## config.mk

```make
export PLATFORM = sky130hd
export DESIGN_NAME = seven_bit_ascii_pack_unpack
export DESIGN_NICKNAME = d
export VERILOG_FILES = /design/src/rtl/svap_pkg.sv /design/src/rtl/seven_bit_ascii_pack_unpack.sv /design/src/rtl/svap_front.sv /design/src/rtl/svap_queue.sv /design/src/rtl/svap_back.sv
export SDC_FILE = /design/constraint.sdc
export NUM_CORES = 1
export LEC_CHECK = 0
export BUFFER_PORTS_ARGS = -buffer_cell sky130_fd_sc_hd__buf_2
export CORE_MARGIN = 5
export CORE_UTILIZATION = 46
export DETAILED_ROUTE_END_ITERATION = 12
export PLACE_DENSITY = 0.66
export REMOVE_ABC_BUFFERS = 1
export SLEW_MARGIN = 20
export SYNTH_ARGS = -nofsm -noshare
export SYNTH_HDL_FRONTEND = slang
export SYNTH_SLANG_ARGS = --single-unit
```

## constraint.sdc

```tcl
create_clock -name clock -period 3.92 [get_ports clock]
set_input_delay 0.196 -clock clock [delete_from_list [all_inputs] [get_ports clock]]
set_output_delay 0.196 -clock clock [all_outputs]
set_load 0.1 [all_outputs]
```

## src/rtl/svap_pkg.sv

```systemverilog
`default_nettype none
// ----------------------------------------------------------------------------
// svap_pkg
// shared types and constants for the seven-bit ascii pack/unpack block
// ----------------------------------------------------------------------------
package svap_pkg;

   // configuration register indexes
   localparam int unsigned CSR_INDEX_W = 2;
   localparam logic [CSR_INDEX_W-1:0] CSR_MODE       = 2'd0;
   localparam logic [CSR_INDEX_W-1:0] CSR_CHAR_COUNT = 2'd1;

   // mode register codes
   localparam logic MODE_PACK   = 1'b0;
   localparam logic MODE_UNPACK = 1'b1;

   // pending bits never exceed seven between items
   localparam int unsigned ACC_W  = 7;
   localparam int unsigned FILL_W = 3;

   typedef struct packed {
      logic [7:0] data_in;
      logic       last_in;
   } req_type;

   typedef struct packed {
      logic [7:0] data_out;
      logic       last_out;
      logic       error;
   } rsp_type;

   // one classified item: up to two result bytes
   typedef struct packed {
      logic [1:0] cnt;
      logic [7:0] val0;
      logic [7:0] val1;
      logic       last;
      logic       error;
   } work_type;

endpackage
`default_nettype wire

```

## src/rtl/seven_bit_ascii_pack_unpack.sv

```systemverilog
`default_nettype none
// ----------------------------------------------------------------------------
// seven_bit_ascii_pack_unpack
// packs 7-bit characters into bytes, or unpacks bytes into 7-bit characters,
// selected by the mode register
// ----------------------------------------------------------------------------
//
//  channel  handshake              payload        direction
//  req_     req_push / req_full    req_data       into block, one byte per transfer
//  rsp_     rsp_empty / rsp_pop    rsp_data       out of block, one result per transfer
//  csr_     csr_valid / csr_ready  index, wdata   into block, register writes
//
//  one input transfer per cycle while req_full is low; the front updates the bit
//  accumulator in the cycle of the transfer and queues zero, one or two result bytes
//  results leave one per cycle through the output register while the consumer pops,
//  so an item with two results leaves as two; QUEUE_DEPTH records absorb the burst
//  a first result passes the queue record and then the output register before it shows
//  reset is synchronous and needs no clearing pass
//  req_full follows the work queue only; a stalled consumer backs up the
//  queue, after which input transfers stop
//
module seven_bit_ascii_pack_unpack #(
   parameter int unsigned QUEUE_DEPTH = 4
) (
   input  wire                                clock,
   input  wire                                reset,
   // input channel
   input  wire                                req_push,
   output logic                               req_full,
   input  svap_pkg::req_type                  req_data,
   // result channel
   output logic                               rsp_empty,
   input  wire                                rsp_pop,
   output svap_pkg::rsp_type                  rsp_data,
   // configuration channel
   input  wire                                csr_valid,
   output logic                               csr_ready,
   input  wire  [svap_pkg::CSR_INDEX_W-1:0]   csr_index,
   input  wire  [31:0]                        csr_wdata
);

   logic                  accept;
   logic                  csr_write;
   logic                  work_push;
   svap_pkg::work_type    work_data;
   svap_pkg::work_type    head;
   logic                  queue_full;
   logic                  queue_empty;
   logic                  queue_pop;
   logic                  busy_split;

   // the user must write registers only while idle (the block does not enforce this), so writes are always taken
   assign csr_ready = 1'b1;
   assign csr_write = csr_valid && csr_ready;

   // input transfer whenever the work queue has room
   assign req_full = queue_full;
   assign accept   = req_push && !queue_full;

   // front: accumulator, count and abort state, classifies each byte
   svap_front u_front (
      .clock     (clock),
      .reset     (reset),
      .accept    (accept),
      .req_data  (req_data),
      .csr_write (csr_write),
      .csr_index (csr_index),
      .csr_wdata (csr_wdata),
      .work_push (work_push),
      .work_data (work_data)
   );

   // decoupling queue between front and back
   svap_queue #(
      .DEPTH (QUEUE_DEPTH)
   ) u_queue (
      .clock     (clock),
      .reset     (reset),
      .push      (work_push),
      .push_data (work_data),
      .pop       (queue_pop),
      .head      (head),
      .full      (queue_full),
      .empty     (queue_empty)
   );

   // back: one result per cycle into the output register while the consumer keeps popping
   svap_back u_back (
      .clock       (clock),
      .reset       (reset),
      .head        (head),
      .queue_empty (queue_empty),
      .queue_pop   (queue_pop),
      .busy_split  (busy_split),
      .rsp_empty   (rsp_empty),
      .rsp_pop     (rsp_pop),
      .rsp_data    (rsp_data)
   );

   // error results are always a lone zero byte that closes its item
   assert property (@(posedge clock) disable iff (reset)
      (!rsp_empty && rsp_data.error) |-> (rsp_data.last_out && (rsp_data.data_out == 8'd0)))
      else $error("error result without last_out or with nonzero data");

   // a half-delivered two-byte record stays at the head of the queue
   assert property (@(posedge clock) disable iff (reset)
      busy_split |-> !queue_empty)
      else $error("split pending with empty work queue");

   // after reset nothing is waiting and the input side is open
   assert property (@(posedge clock)
      reset |=> (rsp_empty && !req_full && !busy_split))
      else $error("block not idle after reset");

   // a result that is not taken stays put and keeps the queue head pending
   assert property (@(posedge clock) disable iff (reset)
      (!rsp_empty && !rsp_pop) |=> (!rsp_empty && $stable(rsp_data)))
      else $error("output register changed while stalled");

endmodule
`default_nettype wire

```

## src/rtl/svap_front.sv

```systemverilog
`default_nettype none
// ----------------------------------------------------------------------------
// svap_front
// takes input items, runs the bit accumulator and turns each item into a
// work record of zero, one or two result bytes
// ----------------------------------------------------------------------------
module svap_front (
   input  wire                                  clock,
   input  wire                                  reset,
   input  wire                                  accept,
   input  svap_pkg::req_type                    req_data,
   input  wire                                  csr_write,
   input  wire  [svap_pkg::CSR_INDEX_W-1:0]     csr_index,
   input  wire  [31:0]                          csr_wdata,
   output logic                                 work_push,
   output svap_pkg::work_type                   work_data
);

   logic                          mode_ff,    mode_in;
   logic [31:0]                   count_ff,   count_in;
   logic [31:0]                   left_ff,    left_in;
   logic [svap_pkg::ACC_W-1:0]    accum_ff,   accum_in;
   logic [svap_pkg::FILL_W-1:0]   fill_ff,    fill_in;
   logic                          aborted_ff, aborted_in;

   // pack path
   logic [15:0] p_acc;
   logic [3:0]  p_fill;
   logic        p_first;
   logic [15:0] p_rest;
   logic [3:0]  p_rest_fill;
   logic        p_tail;

   // unpack path
   logic [15:0] u_acc;
   logic [3:0]  u_fill;
   logic        u_two;
   logic        u_e1;
   logic        u_e2;
   logic [1:0]  u_cnt;
   logic [15:0] u_rest;
   logic [3:0]  u_rest_fill;

   logic        bad;

   always_comb begin
      p_acc       = {9'd0, accum_ff} | ({9'd0, req_data.data_in[6:0]} << fill_ff);
      p_fill      = {1'b0, fill_ff} + 4'd7;
      p_first     = (p_fill >= 4'd8);
      p_rest      = p_first ? (p_acc >> 8) : p_acc;
      p_rest_fill = p_first ? (p_fill - 4'd8) : p_fill;
      p_tail      = req_data.last_in && (p_rest_fill != 4'd0);

      u_acc       = {9'd0, accum_ff} | ({8'd0, req_data.data_in} << fill_ff);
      u_fill      = {1'b0, fill_ff} + 4'd8;
      u_two       = (u_fill >= 4'd14);
      u_e1        = (left_ff != 32'd0);
      u_e2        = u_two && (left_ff[31:1] != 31'd0);
      u_cnt       = u_e2 ? 2'd2 : (u_e1 ? 2'd1 : 2'd0);
      u_rest      = u_two ? (u_acc >> 14) : (u_acc >> 7);
      u_rest_fill = u_two ? (u_fill - 4'd14) : (u_fill - 4'd7);

      bad = aborted_ff || ((mode_ff == svap_pkg::MODE_PACK) && req_data.data_in[7]);
   end

   always_comb begin
      mode_in    = mode_ff;
      count_in   = count_ff;
      left_in    = left_ff;
      accum_in   = accum_ff;
      fill_in    = fill_ff;
      aborted_in = aborted_ff;
      work_data  = '0;

      if (bad) begin
         // aborted: one error result per item until reset
         work_data.cnt   = 2'd1;
         work_data.last  = 1'b1;
         work_data.error = 1'b1;
         if (accept) begin
            aborted_in = 1'b1;
         end
      end else if (mode_ff == svap_pkg::MODE_PACK) begin
         work_data.cnt  = {1'b0, p_first} + {1'b0, p_tail};
         work_data.val0 = p_acc[7:0];
         work_data.val1 = p_rest[7:0];
         work_data.last = req_data.last_in;
         if (accept) begin
            accum_in = req_data.last_in ? '0 : p_rest[svap_pkg::ACC_W-1:0];
            fill_in  = req_data.last_in ? '0 : p_rest_fill[svap_pkg::FILL_W-1:0];
         end
      end else begin
         work_data.cnt  = u_cnt;
         work_data.val0 = {1'b0, u_acc[6:0]};
         work_data.val1 = {1'b0, u_acc[13:7]};
         work_data.last = req_data.last_in;
         if (accept) begin
            if (req_data.last_in) begin
               accum_in = '0;
               fill_in  = '0;
               left_in  = count_ff;
            end else begin
               accum_in = u_rest[svap_pkg::ACC_W-1:0];
               fill_in  = u_rest_fill[svap_pkg::FILL_W-1:0];
               left_in  = left_ff - {30'd0, u_cnt};
            end
         end
      end

      if (csr_write) begin
         unique case (csr_index)
            svap_pkg::CSR_MODE: begin
               mode_in  = csr_wdata[0];
               accum_in = '0;
               fill_in  = '0;
            end
            svap_pkg::CSR_CHAR_COUNT: begin
               count_in = csr_wdata;
               left_in  = csr_wdata;
            end
            default: begin
            end
         endcase
      end
   end

   assign work_push = accept && (work_data.cnt != 2'd0);

   always_ff @(posedge clock) begin
      if (reset) begin
         mode_ff    <= svap_pkg::MODE_PACK;
         count_ff   <= '0;
         left_ff    <= '0;
         accum_ff   <= '0;
         fill_ff    <= '0;
         aborted_ff <= 1'b0;
      end else begin
         mode_ff    <= mode_in;
         count_ff   <= count_in;
         left_ff    <= left_in;
         accum_ff   <= accum_in;
         fill_ff    <= fill_in;
         aborted_ff <= aborted_in;
      end
   end

endmodule
`default_nettype wire

```

## src/rtl/svap_queue.sv

```systemverilog
`default_nettype none
// ----------------------------------------------------------------------------
// svap_queue
// short first-in first-out queue of work records between front and back
// ----------------------------------------------------------------------------
module svap_queue #(
   parameter int unsigned DEPTH = 4
) (
   input  wire                      clock,
   input  wire                      reset,
   input  wire                      push,
   input  svap_pkg::work_type       push_data,
   input  wire                      pop,
   output svap_pkg::work_type       head,
   output logic                     full,
   output logic                     empty
);

   localparam int unsigned PTR_W = (DEPTH > 1) ? $clog2(DEPTH) : 1;
   localparam int unsigned CNT_W = $clog2(DEPTH + 1);
   localparam logic [PTR_W-1:0] LAST_PTR = PTR_W'(DEPTH - 1);
   localparam logic [CNT_W-1:0] FULL_CNT = CNT_W'(DEPTH);

   svap_pkg::work_type   store_ff [DEPTH];
   logic [PTR_W-1:0]     wr_ptr_ff, wr_ptr_in;
   logic [PTR_W-1:0]     rd_ptr_ff, rd_ptr_in;
   logic [CNT_W-1:0]     count_ff,  count_in;
   logic                 do_push;
   logic                 do_pop;

   assign full    = (count_ff == FULL_CNT);
   assign empty   = (count_ff == '0);
   assign do_push = push && !full;
   assign do_pop  = pop && !empty;
   assign head    = store_ff[rd_ptr_ff];

   always_comb begin
      wr_ptr_in = wr_ptr_ff;
      rd_ptr_in = rd_ptr_ff;
      count_in  = count_ff;
      if (do_push) begin
         wr_ptr_in = (wr_ptr_ff == LAST_PTR) ? '0 : wr_ptr_ff + 1'b1;
      end
      if (do_pop) begin
         rd_ptr_in = (rd_ptr_ff == LAST_PTR) ? '0 : rd_ptr_ff + 1'b1;
      end
      if (do_push && !do_pop) begin
         count_in = count_ff + 1'b1;
      end else if (do_pop && !do_push) begin
         count_in = count_ff - 1'b1;
      end
   end

   always_ff @(posedge clock) begin
      if (reset) begin
         wr_ptr_ff <= '0;
         rd_ptr_ff <= '0;
         count_ff  <= '0;
      end else begin
         wr_ptr_ff <= wr_ptr_in;
         rd_ptr_ff <= rd_ptr_in;
         count_ff  <= count_in;
      end
   end

   always_ff @(posedge clock) begin
      if (do_push) begin
         store_ff[wr_ptr_ff] <= push_data;
      end
   end

endmodule
`default_nettype wire

```

## src/rtl/svap_back.sv

```systemverilog
`default_nettype none
// ----------------------------------------------------------------------------
// svap_back
// splits each work record into single results and holds them in the
// output register until the consumer takes them
// ----------------------------------------------------------------------------
module svap_back (
   input  wire                  clock,
   input  wire                  reset,
   input  svap_pkg::work_type   head,
   input  wire                  queue_empty,
   output logic                 queue_pop,
   output logic                 busy_split,
   output logic                 rsp_empty,
   input  wire                  rsp_pop,
   output svap_pkg::rsp_type    rsp_data
);

   logic                 valid_ff, valid_in;
   logic                 sel_ff,   sel_in;
   svap_pkg::rsp_type    out_ff,   out_in;
   logic                 load;
   logic                 at_end;

   // second result of a two-byte record is pending
   assign busy_split = sel_ff;
   assign at_end     = sel_ff || (head.cnt == 2'd1);
   assign load       = !queue_empty && (!valid_ff || rsp_pop);
   assign queue_pop  = load && at_end;

   always_comb begin
      valid_in = valid_ff;
      sel_in   = sel_ff;
      out_in   = out_ff;
      if (load) begin
         valid_in        = 1'b1;
         sel_in          = !at_end;
         out_in.data_out = sel_ff ? head.val1 : head.val0;
         out_in.last_out = head.last && at_end;
         out_in.error    = head.error;
      end else if (rsp_pop) begin
         valid_in = 1'b0;
      end
   end

   always_ff @(posedge clock) begin
      if (reset) begin
         valid_ff <= 1'b0;
         sel_ff   <= 1'b0;
      end else begin
         valid_ff <= valid_in;
         sel_ff   <= sel_in;
      end
   end

   always_ff @(posedge clock) begin
      out_ff <= out_in;
   end

   assign rsp_empty = !valid_ff;
   assign rsp_data  = out_ff;

endmodule
`default_nettype wire

```

* Word level (Yosys, flattened, before mapping)
Memory sizes are Yosys's and may differ from the RTL's. A register that Yosys moved wholly into a read port is not among the register bits.
Cells that the tools add are included.
** Storage, ports and cells
- Flip-flop bits (word level) :: 95
- Memory bits (writable) :: 80
- Bits of input ports :: 48
- Output and inout bits :: 13
- Logic and storage cells :: 114
- Memories kept :: 1
** Cells by class
- $add $sub $neg :: 11
- Order comparisons :: 2
- Equal/unequal tests :: 5
- Shift operators :: 2
- Multiplexer cells :: 44
- Bitwise gates (word level) :: 3
- Reductions and logical operators :: 32
** Memory list
- u_queue.store_ff :: depth 4, width 20, read ports 1, clocked after Yosys merged registers in 1, write ports 1, RTL line svap_queue.sv:24 : svap_pkg::work_type store_ff [DEPTH];
** Operator list (count)
- 32-bit two-way mux :: 6
- 7-bit two-way mux :: 9
- 3-bit two-way mux :: 11
- 7-bit by 16-bit OR with 16-bit output :: 2
- 32-bit nonzero test :: 1
- 32-bit by 2-bit subtractor with 32-bit output :: 1
- 31-bit nonzero test :: 1
- 19-bit two-way mux :: 1
- 16-bit two-way mux :: 1
- 8-bit two-way mux :: 2
- 7-bit by 3-bit << shifter with 16-bit output :: 1
- 8-bit by 3-bit << shifter with 16-bit output :: 1
- 1-bit logical AND :: 12
- 2-bit two-way mux :: 6
- 4-bit greater-or-equal comparator (second input constant) :: 2
- 1-bit two-way mux :: 7
- 1-bit logical NOT :: 6
- 2-bit AND reduction :: 3
- 2-bit nonzero test :: 3
- 3-bit subtractor (second input constant) :: 2
- 2-bit by 1-bit adder with 2-bit output (second input constant) :: 2
- 3-bit by 3-bit adder with 4-bit output (second input constant) :: 1
- 3-bit by 4-bit adder with 4-bit output (second input constant) :: 1
- 2-bit by 1-bit equality test with 1-bit output (second input constant) :: 2
- 12 further kinds :: 15

* Longest topological paths before layout
- Word-level depth :: 15
- Mapped depth :: 16
- Depth with buffers taken out :: 14

* By module
From an unflattened synthesis, not the netlist that was laid out.
** Unflattened totals
- Cell total of the unflattened synthesis :: 880
- Area, all modules :: 9011.1 um2
** Modules (own cells, without submodules)
- svap_front :: times used 1, cells each 690, area an instance 5111.2 um2, seq. area each 1521.5 um2
- svap_queue :: times used 1, cells each 154, area an instance 3365.7 um2, seq. area each 2582.5 um2
- svap_back :: times used 1, cells each 33, area an instance 509.2 um2, seq. area each 340.3 um2
- seven_bit_ascii_pack_unpack :: times used 1, cells each 3, area an instance 25.0 um2, seq. area each 0.0 um2

* Least setup slack after synthesis
Ideal clock, no wire load.
- Path kind :: flip-flop to flip-flop
- From :: register u_front.fill_ff[1] (netlist name)
- To :: register u_queue.count_ff[2]
- Library setup time :: 0.070 ns
- Arrival time :: 3.864 ns
- Data required time :: 3.850 ns
- Slack :: -0.014 ns
- Cell stages (with the launch flop) :: 16
- Buffers on the path :: 1
- Path through :: dfxtp_1 clkbuf_1 clkinv_1 ha_1 a21boi_0 clkinv_1 ha_1 nor3_1 a21o_1 nor2_1 ha_1 inv_1 fa_1 xor2_1 or3_1 a21oi_1
** Between the ends
- Word-level cells in the longest chain between the ends :: 14
- Elaborated cells on any way between the ends :: 21
- Those cells by class :: 4 x add/sub; 2 x order compare; 5 x mux; 10 x reduce/logical
** RTL lines
- start, declared :: RTL line svap_front.sv:23 : logic [svap_pkg::FILL_W-1:0] fill_ff, fill_in;
- start signal, assigned :: RTL line svap_front.sv:142 : fill_ff <= fill_in;
- 3-bit by 3-bit adder with 4-bit output :: RTL line svap_front.sv:48 : p_fill = {1'b0, fill_ff} + 4'd7;
- 4-bit subtractor or 4-bit greater-or-equal comparator (tied branches) :: RTL line svap_front.sv:51, svap_front.sv:49
- 4-bit two-way mux :: RTL line svap_front.sv:51 : p_rest_fill = p_first ? (p_fill - 4'd8) : p_fill;
- 4-bit nonzero test :: RTL line svap_front.sv:52 : p_tail = req_data.last_in && (p_rest_fill != 4'd0);
- 1-bit logical AND :: RTL line svap_front.sv:52
- 1-bit by 1-bit adder with 2-bit output :: RTL line svap_front.sv:84 : work_data.cnt = {1'b0, p_first} + {1'b0, p_tail};
- 19-bit two-way mux (*) :: RTL line svap_front.sv:83 : end else if (mode_ff == svap_pkg::MODE_PACK) begin
- 2-bit two-way mux (*) :: RTL line svap_front.sv:75 : if (bad) begin
- 2-bit nonzero test (*) :: RTL line svap_front.sv:127 : assign work_push = accept && (work_data.cnt != 2'd0);
- 1-bit logical AND (*) :: RTL line svap_front.sv:127
- 1-bit logical AND (*) :: RTL line svap_queue.sv:33 : assign do_push = push && !full;
- via u_queue.do_push :: RTL line svap_queue.sv:28 : logic do_push;
- 1-bit logical NOT :: RTL line svap_queue.sv:49 : end else if (do_pop && !do_push) begin
- 1-bit logical AND :: RTL line svap_queue.sv:49
- 2-bit nonzero test (no source line)
- end signal, assigned :: RTL line svap_queue.sv:62 : count_ff <= count_in;
- end, declared :: RTL line svap_queue.sv:27 : logic [CNT_W-1:0] count_ff, count_in;
The timed path passes the listed nets; every way through them passes the cells marked *.
A chain may end at the register's enable or synchronous reset.

* Worst setup path after layout
- From :: register u_front.left_ff[4]
- To :: register u_front.left_ff[16]
** Between the ends
- Word-level cells in the longest chain between the ends :: 10
- Elaborated cells on any way between the ends :: 12
- Those cells by class :: 1 x add/sub; 8 x mux; 3 x reduce/logical
** RTL lines
- start, declared :: RTL line svap_front.sv:21 : logic [31:0] left_ff, left_in;
- start signal, assigned :: RTL line svap_front.sv:140 : left_ff <= left_in;
- 32-bit nonzero test or 31-bit nonzero test (tied branches) :: RTL line svap_front.sv:57, svap_front.sv:58
- 1-bit two-way mux or 1-bit logical AND (tied branches) :: RTL line svap_front.sv:59, svap_front.sv:58
- 2-bit two-way mux :: RTL line svap_front.sv:59 : u_cnt = u_e2 ? 2'd2 : (u_e1 ? 2'd1 : 2'd0);
- 32-bit by 2-bit subtractor with 32-bit output (*) :: RTL line svap_front.sv:105 : left_in = left_ff - {30'd0, u_cnt};
- 32-bit two-way mux (*) :: RTL line svap_front.sv:98 : if (req_data.last_in) begin
- 32-bit two-way mux (*) :: RTL line svap_front.sv:97 : if (accept) begin
- 32-bit two-way mux (*) :: RTL line svap_front.sv:83
- 32-bit two-way mux (*) :: RTL line svap_front.sv:75
- 32-bit two-way mux :: RTL line svap_front.sv:111 : unique case (csr_index)
- 32-bit two-way mux (*) :: RTL line svap_front.sv:110 : if (csr_write) begin
Mark *: on every way between the ends. The rest lies on a longest branch, timed or not.

==> results_dict.tcl <==
set metrics [dict create \
    worst_setup_path_start_kind "flip-flop" \
    run_status "finished, final reports clean" \
    die_area_um2 22300 \
    async_set_reset_flop_share_out_of_synthesis_pct 0 \
    synth-warning-count 0 \
    timing.critical_path.arrival_ps 4070 \
    crit_path_cell_trace "or4_4, or4_4, o41ai_4, o21a_1, ha_1, inv_1, fa_2, buf_4, nor2_2, nand3b_1, or4_1, a311oi_1" \
    antenna_found_initial 1 \
    finalSetupViolations 0 \
    cts_tree "done" \
    postSynthCellCount 879 \
    drtIter0Drc 475 \
    setup.reg_to_reg.worst_slack_ps 190 \
    report.final.slew_viol_count 0 \
    timing.fmax_mhz 268 \
    period_share_pct 95.1 \
    global_route_wire_length_before_repair_um 35300 \
    max-clock-path-buffers 2 \
    io_pins 61 \
    yosysUniqueCellTypes 80 \
    worst_ep_required_time_ps 4270 \
    design.core.area_um2 19300 \
    holdPathStages 3 \
    standard_cell_with_the_maximum_stage_delay_on_the_critical_path "or4_4" \
    antenna_violating_nets_post_route 0 \
    worst_path_largest_cell_delay_ps 590 \
    numClockSinks 177 \
    postSynth.topFlopCell "edfxtp_1" \
    cts_max_level 4 \
    r2r_end "u_front.left_ff[16]" \
    final_hold_viol_count 0 \
    timing_worst_slew_pin_value_ps 1120 \
    layout-drive-gt1-share_pct 20.0 \
    seq_area_frac_synth_pct 49.7 \
    clk-insertion-delay-late_ps 440 \
    fin_worst_skew_ps 13.5 \
    postRouteWirelength_um 21900 \
    grt_start_max_net_pins 51 \
    area_growth_syn_to_layout_pct 14.7 \
    drt_first_pass_iters 5 \
    irDropWorstVdd_mv 0.334 \
    grt_overflow 0 \
    final_common_cell "nand2_1" \
    reg2reg_from "u_front.left_ff[4]" \
    insertedDiodeCount 0 \
    vias 7138 \
    min-delay-path-class "in -> reg" \
    initial_utilization_pct 46.3 \
    clockRootBuffer "clkbuf_16" \
    port_buffers 59 \
    post-route-min-period_ps 3730 \
    grtUsageTotal_pct 19.9 \
    cp.buffers_inverters 2 \
    drcViolationCount 0 \
    pwr_density_cell_nw_per_um2 573 \
    grt_pass1_vias 6658 \
    total_half_perimeter_wirelength_after_legalization_and_detailed_placement_um 14700 \
    clk_transition_reported_paths_ps 70 \
    cp-end-kind "flip-flop" \
    final_nets 1007 \
    finish.utilization_pct 53.1 \
    synth-seq-cells 177 \
    sum_of_negative_setup_slack_ps 0 \
    fp.dieW_um 149 \
    min_to "u_front.count_ff[16]" \
    final_cell_mix "nand2_1 (115), edfxtp_1 (90), dfxtp_1 (87), a21oi_1 (68), nor2_1 (60)" \
    min_delay_startpoint "csr_wdata[16]" \
    max-cap-violations 0 \
    path_class "reg -> reg" \
    dpl-instance-area_um2 9620 \
    cp_max_fo 5 \
    cp_top_delay_family "simple AND/OR/NAND/NOR gates" \
    ff2ff_path_depth 12 \
    post-cts-setup-buffers 0 \
    final_gp_congestion 0.900 \
    summed_area_of_non_filler_cells_in_the_final_layout_um2 10300 \
    path_common_cell "or4_4" \
    fp-row-count 51 \
    standby_leakage_power_uw 0.00370 \
    chipHeight_um 149 \
    synth.avg_cell_area_um2 10.2 \
    post_drt_via_cell_ratio 5.85 \
    syn-cell-area_um2 8950 \
    cts_made_buffers 17 \
    slew-limit-headroom_pct 25.2 \
    synth_edf_count 90 \
    post_dr_wirelength_cell_um 18.0 \
]
==> area by class of cell <==
cell class	instances	area [um2]
inverter	26	97.6
clock buffer	18	429
clock inverter	14	136
timing repair buffer	102	631
tap	265	332
fill	1740	9070
multi-input combinational	618	4190
sequential	177	4440
==> how the worst max path moves through the flow <==
stage                              from             endpoint  slack (ps)  cells after the start
floorplan            u_front.fill_ff[1]  u_queue.count_ff[2]        -140                     14
global placement     u_front.left_ff[4]  u_front.left_ff[16]         150                     12
detailed placement   u_front.left_ff[4]  u_front.left_ff[16]         120                     12
CTS                 u_front.left_ff[29]  u_front.left_ff[16]          80                     12
global route         u_front.left_ff[4]   u_front.left_ff[2]        -0.8                     12
finish               u_front.left_ff[4]  u_front.left_ff[16]         190                     12
==> stage by stage <==
step	worst slack, ps	total power, uW	std cells	hold slack (ps)
3_5_place_dp	121	4280	1183	443
6_report	192	5880	1220	11.0
5_1_grt	-0.776	6180	1220	8.19
4_1_cts	79.9	5910	1220	2.75
2_1_floorplan	-140	3790	821	265
3_3_place_gp	152	4260	1183	439
==> synth_stat cells, types with 4 or more instances <==
cell type  count  area [um2]
a211oi_1      14         105
a21o_1         5        37.5
a21oi_1       69         345
a221oi_1       9        78.8
a311oi_1       6        52.6
a31oi_1        6        37.5
and2_1        10        62.6
and3_1         8        50.1
buf_1          7        26.3
buf_2          4        20.0
clkbuf_1      44         165
clkinv_1       5        18.8
dfxtp_1       87        1740
edfxtp_1      90        2700
ha_1          15         188
inv_1         20        75.1
mux2_2        16         180
mux2i_1       17         170
mux4_2        21         473
nand2_1      115         432
nand2b_1       5        31.3
nand3_1       22         110
nand3b_1       4        30.0
nand4_1        6        37.5
nor2_1        62         233
nor2b_1       11        68.8
nor3_1        31         155
nor4_1        14        87.6
o211ai_1      18         135
o21ai_0       21         105
o22ai_1        7        43.8
o41ai_1        5        43.8
or2_2          4        25.0
or3_1         14        87.6
or4_1         12        90.1
==> flip-flops by register name, indices dropped and copies added, names as in the netlist, named ones only <==
register            cells
u_front.mode_ff         1
u_front.fill_ff         3
u_front.left_ff        32
u_queue.store_ff       80
u_back.busy_split       1
u_front.aborted_ff      1
u_queue.wr_ptr_ff       2
u_back.rsp_data        10
u_front.accum_ff        7
u_queue.rd_ptr_ff       2
u_back.valid_ff         1
u_front.count_ff       32
u_queue.count_ff        3
==> logic make-up after synthesis <==
group,count (synthesis),share of synthesized area [%]
AOI/OAI and AO/OA,205,15.5
xor gates and xnor gates,4,0.392
adders and majority gates,17,2.54
buffers and inverters,84,3.79
DFF,177,49.7
muxes,54,9.20
other,1,0.0419
and+or+nand+nor,337,18.8
==> where the power goes <==
part	internal, uW	switching (uW)
sequential	2240	115
combinational	640	1240
clock	844	793
==> per-layer routing <==
layer,vias to the layer above,global-route usage [%],share of wire [%]
met5,-,0,0.032
met4,2,6.64,1.9
met3,41,3.94,5.7
met2,233,32.1,47
met1,3417,27.2,45
li1,3445,-,-
==> worst min-delay path, cell delays in order <==
cell and delay, ps:
buf_2 110, nand2_1 50, a21oi_1 50
==> what timing repair did <==
| item | CTS | global route |
|---|---|---|
| hold buffers | 5 | 0 |
| endpoints found under the hold margin | 5 | 0 |
| gates resized for setup | 0 | 5 |
| setup endpoints to repair | 0 | 4 |
Power figures use the tool's default switching activity.
